## src/rtl/gnz_perm_ram.sv

```systemverilog
module gnz_perm_ram (
	input  logic       clk,
	input  logic       we,
	input  logic [7:0] waddr,
	input  logic [7:0] wdata,
	input  logic       re,
	input  logic [7:0] raddr0,
	input  logic [7:0] raddr1,
	output logic [7:0] rdata0,
	output logic [7:0] rdata1
);
	logic [7:0] mem [256];

	always_ff @(posedge clk) begin
		if (we)
			mem[waddr] <= wdata;
	end

	always_ff @(posedge clk) begin
		if (re) begin
			rdata0 <= mem[raddr0];
			rdata1 <= mem[raddr1];
		end
	end
endmodule

```

## config.mk

```make
export PLATFORM = sky130hd
export DESIGN_NAME = gnz_perm_ram
export DESIGN_NICKNAME = d
export VERILOG_FILES = /design/src/rtl/gnz_perm_ram.sv
export SDC_FILE = /design/constraint.sdc
export NUM_CORES = 2
export LEC_CHECK = 0
export BUFFER_PORTS_ARGS = -buffer_cell sky130_fd_sc_hd__buf_2
export CAP_MARGIN = 20
export CORE_UTILIZATION = 50
export DETAILED_ROUTE_END_ITERATION = 6
export PLACE_DENSITY_LB_ADDON = 0.12
export REMOVE_ABC_BUFFERS = 1
export SLEW_MARGIN = 20
export SYNTH_ARGS = -nofsm -noshare
export SYNTH_HDL_FRONTEND = slang
export SYNTH_SLANG_ARGS = --single-unit
export TNS_END_PERCENT = 50
```

## constraint.sdc

```tcl
create_clock -name clk -period 2.6 [get_ports clk]
set_clock_uncertainty 0.15 [all_clocks]
set_input_delay 0.26 -clock clk [delete_from_list [all_inputs] [get_ports clk]]
set_output_delay 0.26 -clock clk [all_outputs]
set_load 0.01 [all_outputs]
```

Word level (Yosys, flattened, before mapping)
Memories as Yosys holds them, arrays and structs flattened. A register that Yosys moved wholly into a read port is not among the register bits.
Cells that the tools add are included.
Word-level totals
  ROM bits: 0
  memory bits (writable): 2048
  memories kept: 1
  word-level logic and storage cells: 3
  bits in registers: 0
  output and inout port bits: 16
  bits in latches: 0
Memory list
  mem: depth 256, bits a word 8, rd ports 2, clocked after Yosys merged registers in 2, write ports 1, RTL line 12  | logic [7:0] mem [256];
Cells by class
  order comparisons: 0
  add/subtract/negate cells: 0
  shift operators: 0
  bitwise gates (word level): 0
  mux-type cells: 2
  multiply operators: 0
  reductions and logical operators: 0
  div/mod/pow operators: 0
  eq/ne operators: 0
Operator list (count)
  $mux W1: 2

Longest topological paths before layout
  depth in word-level cells: 2
  mapped depth: 12

Worst setup path after synthesis
Ideal clock, no wire load.
  path kind: input-to-reg
  start: input port raddr1[0]
  end: register rdata1[0], read port of mem (data pin)
  slack: 0.012 ns
  data required time: 2.173 ns
  arrival: 2.161 ns
  stages on the path: 9
  setup time: 0.277 ns
  cell sequence: buf_4 buf_6 buf_2 mux4_2 mux4_2 nand2_1 a21oi_1 a21oi_1 a221oi_2
RTL lines
  from (decl): RTL line 8  | input logic [7:0] raddr1,
  to (decl): RTL line 10  | output logic [7:0] rdata1

==> out/metrics.cfg <==
[status]
status = finished with violations
violations = negative setup slack

[logic_synthesis]
synth_top_area_cell = edfxtp_1
syn_area_um2 = 97100
async_flop_share_pct = 0
synth_ff_type = edfxtp_1
yosysSeqAreaShare_pct = 63.8
synth-seq-cells = 2064
netlist.area_leader.share_pct = 63.8
ys_types = 64
syn_inst = 4847
synth_edf_count = 2064
synthTopCellsByArea = edfxtp_1 (64%), mux4_2 (24%), mux2i_1 (2.4%), nor2_1 (1.2%), o221ai_1 (0.59%)
syn_area_per_cell_um2 = 20.0
ys_warn_count = 0

[sta]
rsz0062_at_grt = yes
hold_viol = 0
fin_setup_tns_ps = -320
fin_crit_sh_pct = 103
max_freq_mhz = 372
drv_slew = 0
period_needed_ps = 2690
worst_pin_slew_ps = 908
slew_headroom_pct = 39.1
setup_slack_ps = -89.3
setup_viol = 8

[run]
drv_cap = 0

[clocking]
cts_root_buffer = clkbuf_16
numCtsBuffers = 215
htreeDepth = 4
path_clk_slew_ps = 60
cts_tree = yes
clock_sinks = 2064
insertion_delay_ps = 890
cts_buffer_depth = 3

[die]
die-area_um2 = 196000
start_util_pct = 50.4
row_count = 161
die_w_um = 443
core_area_um2 = 193000
die_h_um = 443
io_pins = 51

[drt]
drt_drc_violations_left = 0
wl_mm = 321
wl_per_cell_um = 37.6
drt_iter0_drc = 8632
vias = 58442
firstDrtPassIters = 6
via_per_inst = 6.85
antenna_left = 0

[worst_setup_path]
critPathKind = register to register
critPathCapture = rdata0[0]$_DFFE_PP_
path_max_fanout = 2
timing.rr.end = rdata0[0]$_DFFE_PP_
r2r-start = mem[208][0]$_DFFE_PP_
worst-r2r-cell-count = 6
cp-end-kind = register
cp_data_arrival_time_ps = 3140
cp_data_required_time_ps = 3050
regToRegSetupSlack_ps = -90
startpoint = mem[208][0]$_DFFE_PP_
critPathLaunchType = register

[power_and_ir_drop]
vdd_drop_max_uv = 578
p_leak_uw = 0.0382
power.density_nw_per_um2 = 647
total_power_uw = 74600

[cells_and_area]
drive_above_1_share_pct = 43.6
design_area_um2 = 115000
final_util_pct = 59.8
final_cells = 8531
syn_to_final_growth_pct = 18.6
final_cell_mix = edfxtp_1 (2064), mux4_2 (1051), buf_4 (951)
layout_commonest_cell = edfxtp_1
finalNetCount = 5852

[worst_hold_path]
min_path_type = input pin to register

[place]
place_congestion = 0.949
dpl-instance-area_um2 = 108000
hpwl_mm = 226
io_buffers = 50
dp.cells = 8108

[grt]
grt_pass1_wl_mm = 451
grt_max_degree = 97
grt_pass1_vias = 58263
grt_usage_pct = 33.0
antenna_found_initial = 19
grt_overflow = 0

-- cell families after synthesis --
group,count (synthesis),synth area share [%]
AO/OA/AOI/OAI,466,3.53
multiplexers,1325,27.2
AND/OR/NAND/NOR,591,2.69
flip-flops,2064,63.8
buffers and inverters,401,2.73
-- sequential cells by signal (all words and copies together) (netlist names) --
signal	cells
mem	2048
rdata0	8
rdata1	8
-- how the worst min path moves through the flow --
| stage | startpoint | to | cells past startpoint | slack (ps) |
|---|---|---|---|---|
| finish | wdata[7] | mem[216][7]$_DFFE_PP_ | 2 | 220 |
| global route | we | mem[216][5]$_DFFE_PP_ | 4 | 190 |
| CTS | we | mem[163][5]$_DFFE_PP_ | 4 | 110 |
| detailed placement | wdata[7] | mem[223][7]$_DFFE_PP_ | 1 | 530 |
| global placement | wdata[7] | mem[221][7]$_DFFE_PP_ | 1 | 530 |
| floorplan | wdata[0] | mem[0][0]$_DFFE_PP_ | 0 | 210 |
-- power by group --
group	switching (uW)	internal, uW
Combinational	4220	3240
Sequential	111	36700
Clock	13200	17000
Total	17600	57000
-- worst max-delay path: stages (launching register included) --
cell,delay (ps)
edfxtp_1,400
mux4_2,490
mux4_2,540
a22o_4,280
a211oi_4,330
buf_4,200
a211oi_2,40
-- repair_timing --
item,in CTS,in global routing
endpoints found under the setup margin,14,15
resized for setup,61,33
setup buffers,0,1
hold endpoints to repair,842,0
hold buffers,20,0
pin swaps,15,9
-- synthesized netlist by cell type (all sizes together), types with 3 or more instances --
| cell type | count |
|---|---|
| a2111oi | 3 |
| a211o | 6 |
| a211oi | 28 |
| a21oi | 79 |
| a221o | 10 |
| a221oi | 37 |
| a22o | 22 |
| a22oi | 62 |
| a2bb2oi | 9 |
| a31oi | 4 |
| a32o | 4 |
| and2 | 12 |
| and3 | 5 |
| and3b | 5 |
| buf | 258 |
| clkbuf | 137 |
| clkinv | 4 |
| edfxtp | 2064 |
| mux2 | 38 |
| mux2i | 236 |
| mux4 | 1051 |
| nand2 | 114 |
| nand2b | 11 |
| nand3 | 52 |
| nand3b | 6 |
| nand4 | 13 |
| nor2 | 299 |
| nor2b | 27 |
| nor3 | 21 |
| nor3b | 7 |
| nor4 | 7 |
| o2111ai | 4 |
| o211a | 3 |
| o211ai | 13 |
| o21ai | 37 |
| o21bai | 5 |
| o221ai | 67 |
| o22ai | 48 |
| o31ai | 11 |
| o32ai | 3 |
| or2 | 6 |
-- stage by stage --
| step | setup WS, ps | hold WS [ps] |
|---|---|---|
| after CTS | -150 | 114 |
| final | -89.3 | 219 |
| after global placement | -1670 | 527 |
| after global routing | -156 | 194 |
| after floorplan | -1260 | 209 |
| after detailed placement | -1720 | 531 |
-- layer usage --
layer,global-route usage [%],up-vias,wire (um)
li1,-,23037,-
met1,47.2,31342,123000
met2,50.9,3542,150000
met3,6.76,515,35400
met4,11.6,6,12000
met5,0,-,42
-- cell type report --
type,count,area [um^2]
repair buffers,1148,10200
flip-flops and latches,2064,62000
inverters,6,26.3
diodes,9,22.5
multi-input cells,2382,33000
clock buffers,263,5580
well taps,2526,3160
clock inverters,133,1230
fillers,13979,77600
No activity file was read; power rests on OpenSTA's default activity.
