==> src/rtl/gnz_pkg.sv <==
package gnz_pkg;

	localparam int COORD_FRAC_BITS = 16;
	localparam int OUT_FRAC_BITS   = 15;

	localparam int FW  = COORD_FRAC_BITS;
	localparam int UW  = FW + 1;
	localparam int OW  = FW + 2;
	localparam int GW  = FW + 3;
	localparam int DW  = FW + 4;
	localparam int PW  = 2 * FW + 6;
	localparam int IW  = FW + 4;
	localparam int RW  = GW + 8;
	localparam int SH  = COORD_FRAC_BITS - OUT_FRAC_BITS;

	localparam logic CMD_LOAD = 1'b0;
	localparam logic CMD_EVAL = 1'b1;

	localparam logic signed [RW-1:0] SAT_MAX = RW'(32767);
	localparam logic signed [RW-1:0] SAT_MIN = -RW'(32768);

	function automatic logic signed [GW-1:0] grad(input logic [3:0] h,
		input logic signed [OW-1:0] x, input logic signed [OW-1:0] y,
		input logic signed [OW-1:0] z);
		logic signed [GW-1:0] a;
		logic signed [GW-1:0] b;
		a = (h < 4'd8) ? GW'(x) : GW'(y);
		if (h < 4'd4)
			b = GW'(y);
		else if (h == 4'd12 || h == 4'd14)
			b = GW'(x);
		else
			b = GW'(z);
		if (h[0])
			a = -a;
		if (h[1])
			b = -b;
		return a + b;
	endfunction

endpackage

==> src/rtl/gnz_fade.sv <==
module gnz_fade (
	input  logic                      clk,
	input  logic                      en,
	input  logic [gnz_pkg::FW-1:0]    t,
	output logic [gnz_pkg::UW-1:0]    fade
);
	import gnz_pkg::*;

	logic [2*FW-1:0] tt_s1;
	logic [FW-1:0]   t_s1;
	logic [2*FW-1:0] t3p_s2;
	logic [IW-1:0]   inner_s2;
	logic [2*FW+3:0] fp_s3;

	logic [FW-1:0] t2;
	logic [FW-1:0] t3;
	logic [IW-1:0] inner;

	always_comb begin
		t2 = tt_s1[2*FW-1:FW];
		t3 = t3p_s2[2*FW-1:FW];
		inner = IW'(t2) * IW'(6) + (IW'(10) << FW) - IW'(t_s1) * IW'(15);
	end

	always_ff @(posedge clk) begin
		if (en) begin
			tt_s1    <= t * t;
			t_s1     <= t;
			t3p_s2   <= t2 * t_s1;
			inner_s2 <= inner;
			fp_s3    <= (2*FW+4)'(t3) * (2*FW+4)'(inner_s2);
		end
	end

	assign fade = fp_s3[2*FW:FW];
endmodule

==> config.mk <==
export PLATFORM = sky130hd
export DESIGN_NAME = gnz_fade
export DESIGN_NICKNAME = d
export VERILOG_FILES = /design/src/rtl/gnz_pkg.sv /design/src/rtl/gnz_fade.sv
export SDC_FILE = /design/constraint.sdc
export NUM_CORES = 2
export LEC_CHECK = 0
export ABC_AREA = 1
export BUFFER_PORTS_ARGS = -buffer_cell sky130_fd_sc_hd__buf_2
export CORE_MARGIN = 5
export CORE_UTILIZATION = 61
export DETAILED_ROUTE_END_ITERATION = 6
export HOLD_SLACK_MARGIN = 0.15
export MAX_ROUTING_LAYER = met4
export PLACE_DENSITY = 0.84
export SYNTH_ARGS = -nofsm -noshare
export SYNTH_HDL_FRONTEND = slang
export SYNTH_SLANG_ARGS = --single-unit
==> constraint.sdc <==
create_clock -name clk -period 5.6 [get_ports clk]
set_input_delay 0.56 -clock clk [delete_from_list [all_inputs] [get_ports clk]]
set_output_delay 0.56 -clock clk [all_outputs]
set_load 0.005 [all_outputs]
# --- Word level (Yosys, flattened, before mapping) ---
# Cells that the tools add are included.
word_totals:
  wordCells: 12
  in_bits: 18
  output_inout_bits: 17
  register_bits: 133
op_classes:
  addsub: 2
  mul: 5
op_table:
  columns: ["cell", "count"]
  rows:
  - ["$mul A16 B16 Y32", 2]
  - ["$mul A16 B20 Y33", 1]
  - ["$add A19 B20 Y20 const B", 1]
  - ["$mul A16 B4 Y20 const B", 1]
  - ["$sub A20 B20 Y20", 1]
  - ["$mul A16 B2 Y18 const B", 1]

# --- Longest topological paths before layout ---
depth:
  ltp_word: 3
  ltp_mapped: 29
  depth_no_buf: 27

# --- Worst setup path after synthesis ---
# No wires, ideal clock.
synth_timing:
  path_kind: "in2reg"
  startpoint: "input port t[13] (netlist name)"
  endpoint: "register tt_s1[31] (data pin)"
  cell_stages: 21
  arrival_time_ns: 5.446
  setup_slack_ns: -0.098
  setup_ns: 0.252
  n_path_buf: 2
  path_cell_list: "clkbuf_1 -> clkbuf_1 -> nand2_1 -> fa_1 -> fa_1 -> inv_1 -> fa_1 -> fa_1 -> fa_1 -> inv_1 -> fa_1 -> inv_1 -> ha_1 -> a21oi_1 -> o21ai_0 -> a21boi_0 -> nor2_1 -> nor2_1 -> nand2_1 -> nand2_1 -> nand2_1"
synth_between:
  elab_chain_cells: 1
synth_rtl:
  columns: ["item", "line", "rtl"]
  rows:
  - ["start, declared", "gnz_fade.sv:4", "input logic [gnz_pkg::FW-1:0] t,"]
  - ["$mul A16 B16 Y32", "gnz_fade.sv:27", "tt_s1 <= t * t;"]
  - ["end signal, assigned", "gnz_fade.sv:27", null]
  - ["end, declared", "gnz_fade.sv:9", "logic [2*FW-1:0] tt_s1;"]
# No other way between the ends.
# A chain may end at the register's enable or synchronous reset.

# --- Final worst setup path ---
layout_timing:
  startpoint: "register t3p_s2[20]"
  endpoint: "register fp_s3[28] (data pin)"
layout_between:
  elab_chain_cells: 1
layout_rtl:
  columns: ["item", "line", "rtl"]
  rows:
  - ["start, declared", "gnz_fade.sv:11", "logic [2*FW-1:0] t3p_s2;"]
  - ["start signal, assigned", "gnz_fade.sv:29", "t3p_s2 <= t2 * t_s1;"]
  - ["$mul A16 B20 Y33", "gnz_fade.sv:31", "fp_s3 <= (2*FW+4)'(t3) * (2*FW+4)'(inner_s2);"]
  - ["end signal, assigned", "gnz_fade.sv:31", null]
  - ["end, declared", "gnz_fade.sv:13", "logic [2*FW+3:0] fp_s3;"]
# No other way between the ends.

==> results.md <==
- Least-Margin Pin Slew: 867.0 ps
- RSZ-0062 raised after global routing: true
- Via density: 5.367
- Final period utilization: 100.7%
- Hold EP: t_s1[7]$_DFFE_PP_
- Final worst slack: -39.11 ps
- Critical-path top delay cell: fa_1
- Syn nets: 5265
- # H-tree levels: 3
- CTS Buffer Depth: 2
- Count of clock tree sinks: 85
- Violated checks: negative setup slack
- DP Worst Slack: -196.7 ps
- I/O pins: 35
- Max-Cap Viols: 0
- Layout cells sized above 1: 12.16%
- Synth top cells by count: inv_1, nand2_1, fa_1
- Ys async rst share: 0%
- Status: complete, but fails checks
- Pre-antenna DRT Iters: 6
- RR Startpoint: t3p_s2[20]$_DFFE_PP_
- Netlist Area Pre-Place: 32790 um^2
- Cell mode on critical path: fa_1
- CP Max Fanout: 14
- Area Growth Syn to Fin: 13.71%
- Crit. End Element: register
- Gr busiest metal: met2
- Pins Over Slew Limit: 0
- Mean Syn Cell Area: 7.712 um^2
- Crit path cell chain: buf_12, nand2_1, inv_1, fa_1, inv_1, fa_1, fa_1, inv_1, fa_1, fa_1, inv_1, fa_1, inv_1, ha_4, a21oi_2, o21ai_1, a21oi_1, nor2_1, nor2_1, nand2_1, nand2_1, nand2_1
- Area after DPL: 35830 um^2
- Drt initial violations: 2123
- Clk_lat worst skew: 410 ps
- Total track usage: 30.10%
- DP HPWL: 71550 um
- WHS Path Cells: 1
- Hold Vio Cnt, Final: 0
- GPL Wtd Cong: 0.9505
- DIE WIDTH: 241.9 um
- WP data arrival: 5780 ps
- Largest net degree at the start of global routing: 54
- Achievable frequency: 177.3 MHz
- Slew margin rel.: 42.20%
- Synth Warn #: 0
- Met3 GRT Util: 4.494%
- Min Clock Period, post-route: 5639 ps
- CTS Hold Buffers Added: 0
- Yosys cell types: 43
- Worst hold path type: input port to register
- Clock root buffer: clkbuf_16
- Cts bufs inserted: 9
- Initial antenna violation count: 0
- # DRC: 0
- Core area: 53500 um^2
- Largest stage delay, worst path: 570 ps
- Worst-case reg-to-reg path depth: 22
- Clk_skew: 21.57 ps
- Die Height: 241.9 um
- CTS tree: yes
- Routed len/inst: 16.85 um
- Met1 Usage GRT: 35.86%
- Starting Density: 61.30%
- Nets: 5491
- Area leader, netlist: fa_1
- Clock slew seen by the registers of the worst setup and hold paths: 80 ps
- IO Port Bufs: 34
- Final instance area: 37290 um^2
- Post-synthesis cell count: 4252
- Total Routed Length: 87280 um
- Number of synthesized flops with an enable pin: 85
- Top cells by area, synth: fa_1, inv_1, ha_1
- CP Data Required Time: 5750 ps
- RR Endpoint: fp_s3[28]$_DFFE_PP_
- Startpoint Class: register
- Ys flop type: edfxtp_1
- Reg2Reg Setup Slack: -40 ps
- Number of global-route vias before repair: 29390
- Top-area cell type share of the netlist area: 39.62%
- Hold Path Origin: t[7]
- Ant diodes: 0
- Number of synthesized register bits: 85
- Sum of negative setup slack: -41.67 ps
- Seq/Total Area, Yosys: 7.784%
- GR Overflow Total: 0
- Fill count: 3954
- Final ANT Viol Nets: 0
- Area of the die: 58490 um^2
- Final setup viols: 2
- FP Rows: 85
- Via count: 27800
- WS Path Type: register to register
- Most numerous cell in the Yosys netlist: inv_1
- Met2 Use GR: 51.68%
- First-pass GRT wire length: 140200 um
[kinds of logic (layout without fill, tap and decap cells)]
| logic type | after synthesis | after routing | share of synthesized area [%] |
|---|---|---|---|
| buffers and inverters | 1436 | 1667 | 16.48 |
| AND/OR/NAND/NOR | 1439 | 1439 | 17.29 |
| adder cells (fa/ha/maj) | 995 | 995 | 52.82 |
| XOR/XNOR | 56 | 56 | 1.496 |
| AO/OA/AOI/OAI | 241 | 241 | 4.125 |
| flip-flops | 85 | 85 | 7.784 |
[metrics by stage]
step | utilization [%] | hold WS (ps) | instances
2_1_floorplan | - | 522.3 | 4252
3_3_place_gp | 66.98 | 951.6 | 5122
3_5_place_dp | 66.98 | 952.5 | 5122
4_1_cts | 67.81 | 583.1 | 5148
5_1_grt | 69.70 | 558.2 | 5179
6_report | 69.70 | 558.7 | 5179
[area by class of cell]
| class | instances | area [um^2] | share of cell area, % |
|---|---|---|---|
| clock buffers | 9 | 225.2 | 0.6040 |
| clock inverters | 7 | 97.59 | 0.2617 |
| inverters | 1277 | 4793 | 12.86 |
| multi-input cells | 2731 | 25550 | 68.53 |
| flip-flops and latches | 85 | 2552 | 6.845 |
| well taps | 696 | 870.8 | 2.335 |
| repair buffers | 374 | 3196 | 8.570 |
[state kept, by name (all words and copies together), names as in the netlist]
signal,flops
inner_s2,20
tt_s1,17
t_s1,15
fp_s3,17
t3p_s2,16
[layout by cell type, fill, tap and decap left out, types with 4 or more instances in the layout]
master | synthesis | layout
xnor2_1 | 15 | 15
o21ai_1 | 4 | 13
ha_4 | 0 | 21
a21o_1 | 11 | 11
a21oi_1 | 118 | 88
o21ai_0 | 63 | 47
fa_2 | 0 | 6
nor3_2 | 0 | 7
edfxtp_1 | 85 | 85
or2_2 | 4 | 4
a21oi_2 | 0 | 29
fa_1 | 649 | 643
nand2_2 | 3 | 24
nor2_1 | 166 | 139
inv_1 | 1276 | 1274
nand3_2 | 1 | 5
nand3b_1 | 5 | 5
nand4_1 | 15 | 15
o21ai_2 | 2 | 9
a31oi_1 | 4 | 4
buf_6 | 0 | 10
ha_1 | 346 | 321
and2_1 | 4 | 4
nand2_1 | 1114 | 1092
nor2_4 | 1 | 6
buf_2 | 4 | 32
clkbuf_16 | 0 | 10
nor3_1 | 27 | 18
o21bai_1 | 17 | 16
xor2_1 | 41 | 41
nor2_2 | 2 | 24
buf_12 | 0 | 33
a21boi_0 | 6 | 4
buf_4 | 2 | 297
o21a_1 | 8 | 8
nand3_1 | 88 | 84
ha_2 | 0 | 4
[routing by layer]
layer,wire (um),up-vias,share of wire (%)
met3,6831,364,7.8
met2,43760,1254,50
met1,32160,13500,37
li1,-,12680,-
met5,0,-,0
met4,4528,0,5.2
[worst max-delay path: cells and delay by family (launching register included)]
| kind | cells | cell delay (ps) |
|---|---|---|
| buf+inv | 6 | 530 |
| simple gates | 6 | 580 |
| compound gates | 3 | 470 |
| flops | 1 | 440 |
| fa+ha+maj | 7 | 3340 |
[timing repair]
item | CTS | global route
buffers inserted | 10 | 30
pin swaps | 6 | 49
endpoints found under the hold margin | 0 | 0
gates cloned | 0 | 1
resized for setup | 10 | 171
endpoints found under the setup margin | 21 | 37
[worst max path at each step]
stage	start	end	slack, ps	cells after the start
after CTS	t_s1[3]$_DFFE_PP_	t3p_s2[27]$_DFFE_PP_	7	19
final	t3p_s2[20]$_DFFE_PP_	fp_s3[28]$_DFFE_PP_	-40	22
after global placement	t[7]	tt_s1[19]$_DFFE_PP_	-100	24
after global routing	t3p_s2[20]$_DFFE_PP_	fp_s3[18]$_DFFE_PP_	-150	22
after detailed placement	t[8]	tt_s1[24]$_DFFE_PP_	-200	21
after floorplan	t[14]	tt_s1[31]$_DFFE_PP_	-20	21
Power is left out: the tool's default activity adds up to more than one toggle a clock period on the data nets, which glitch-free logic cannot reach.
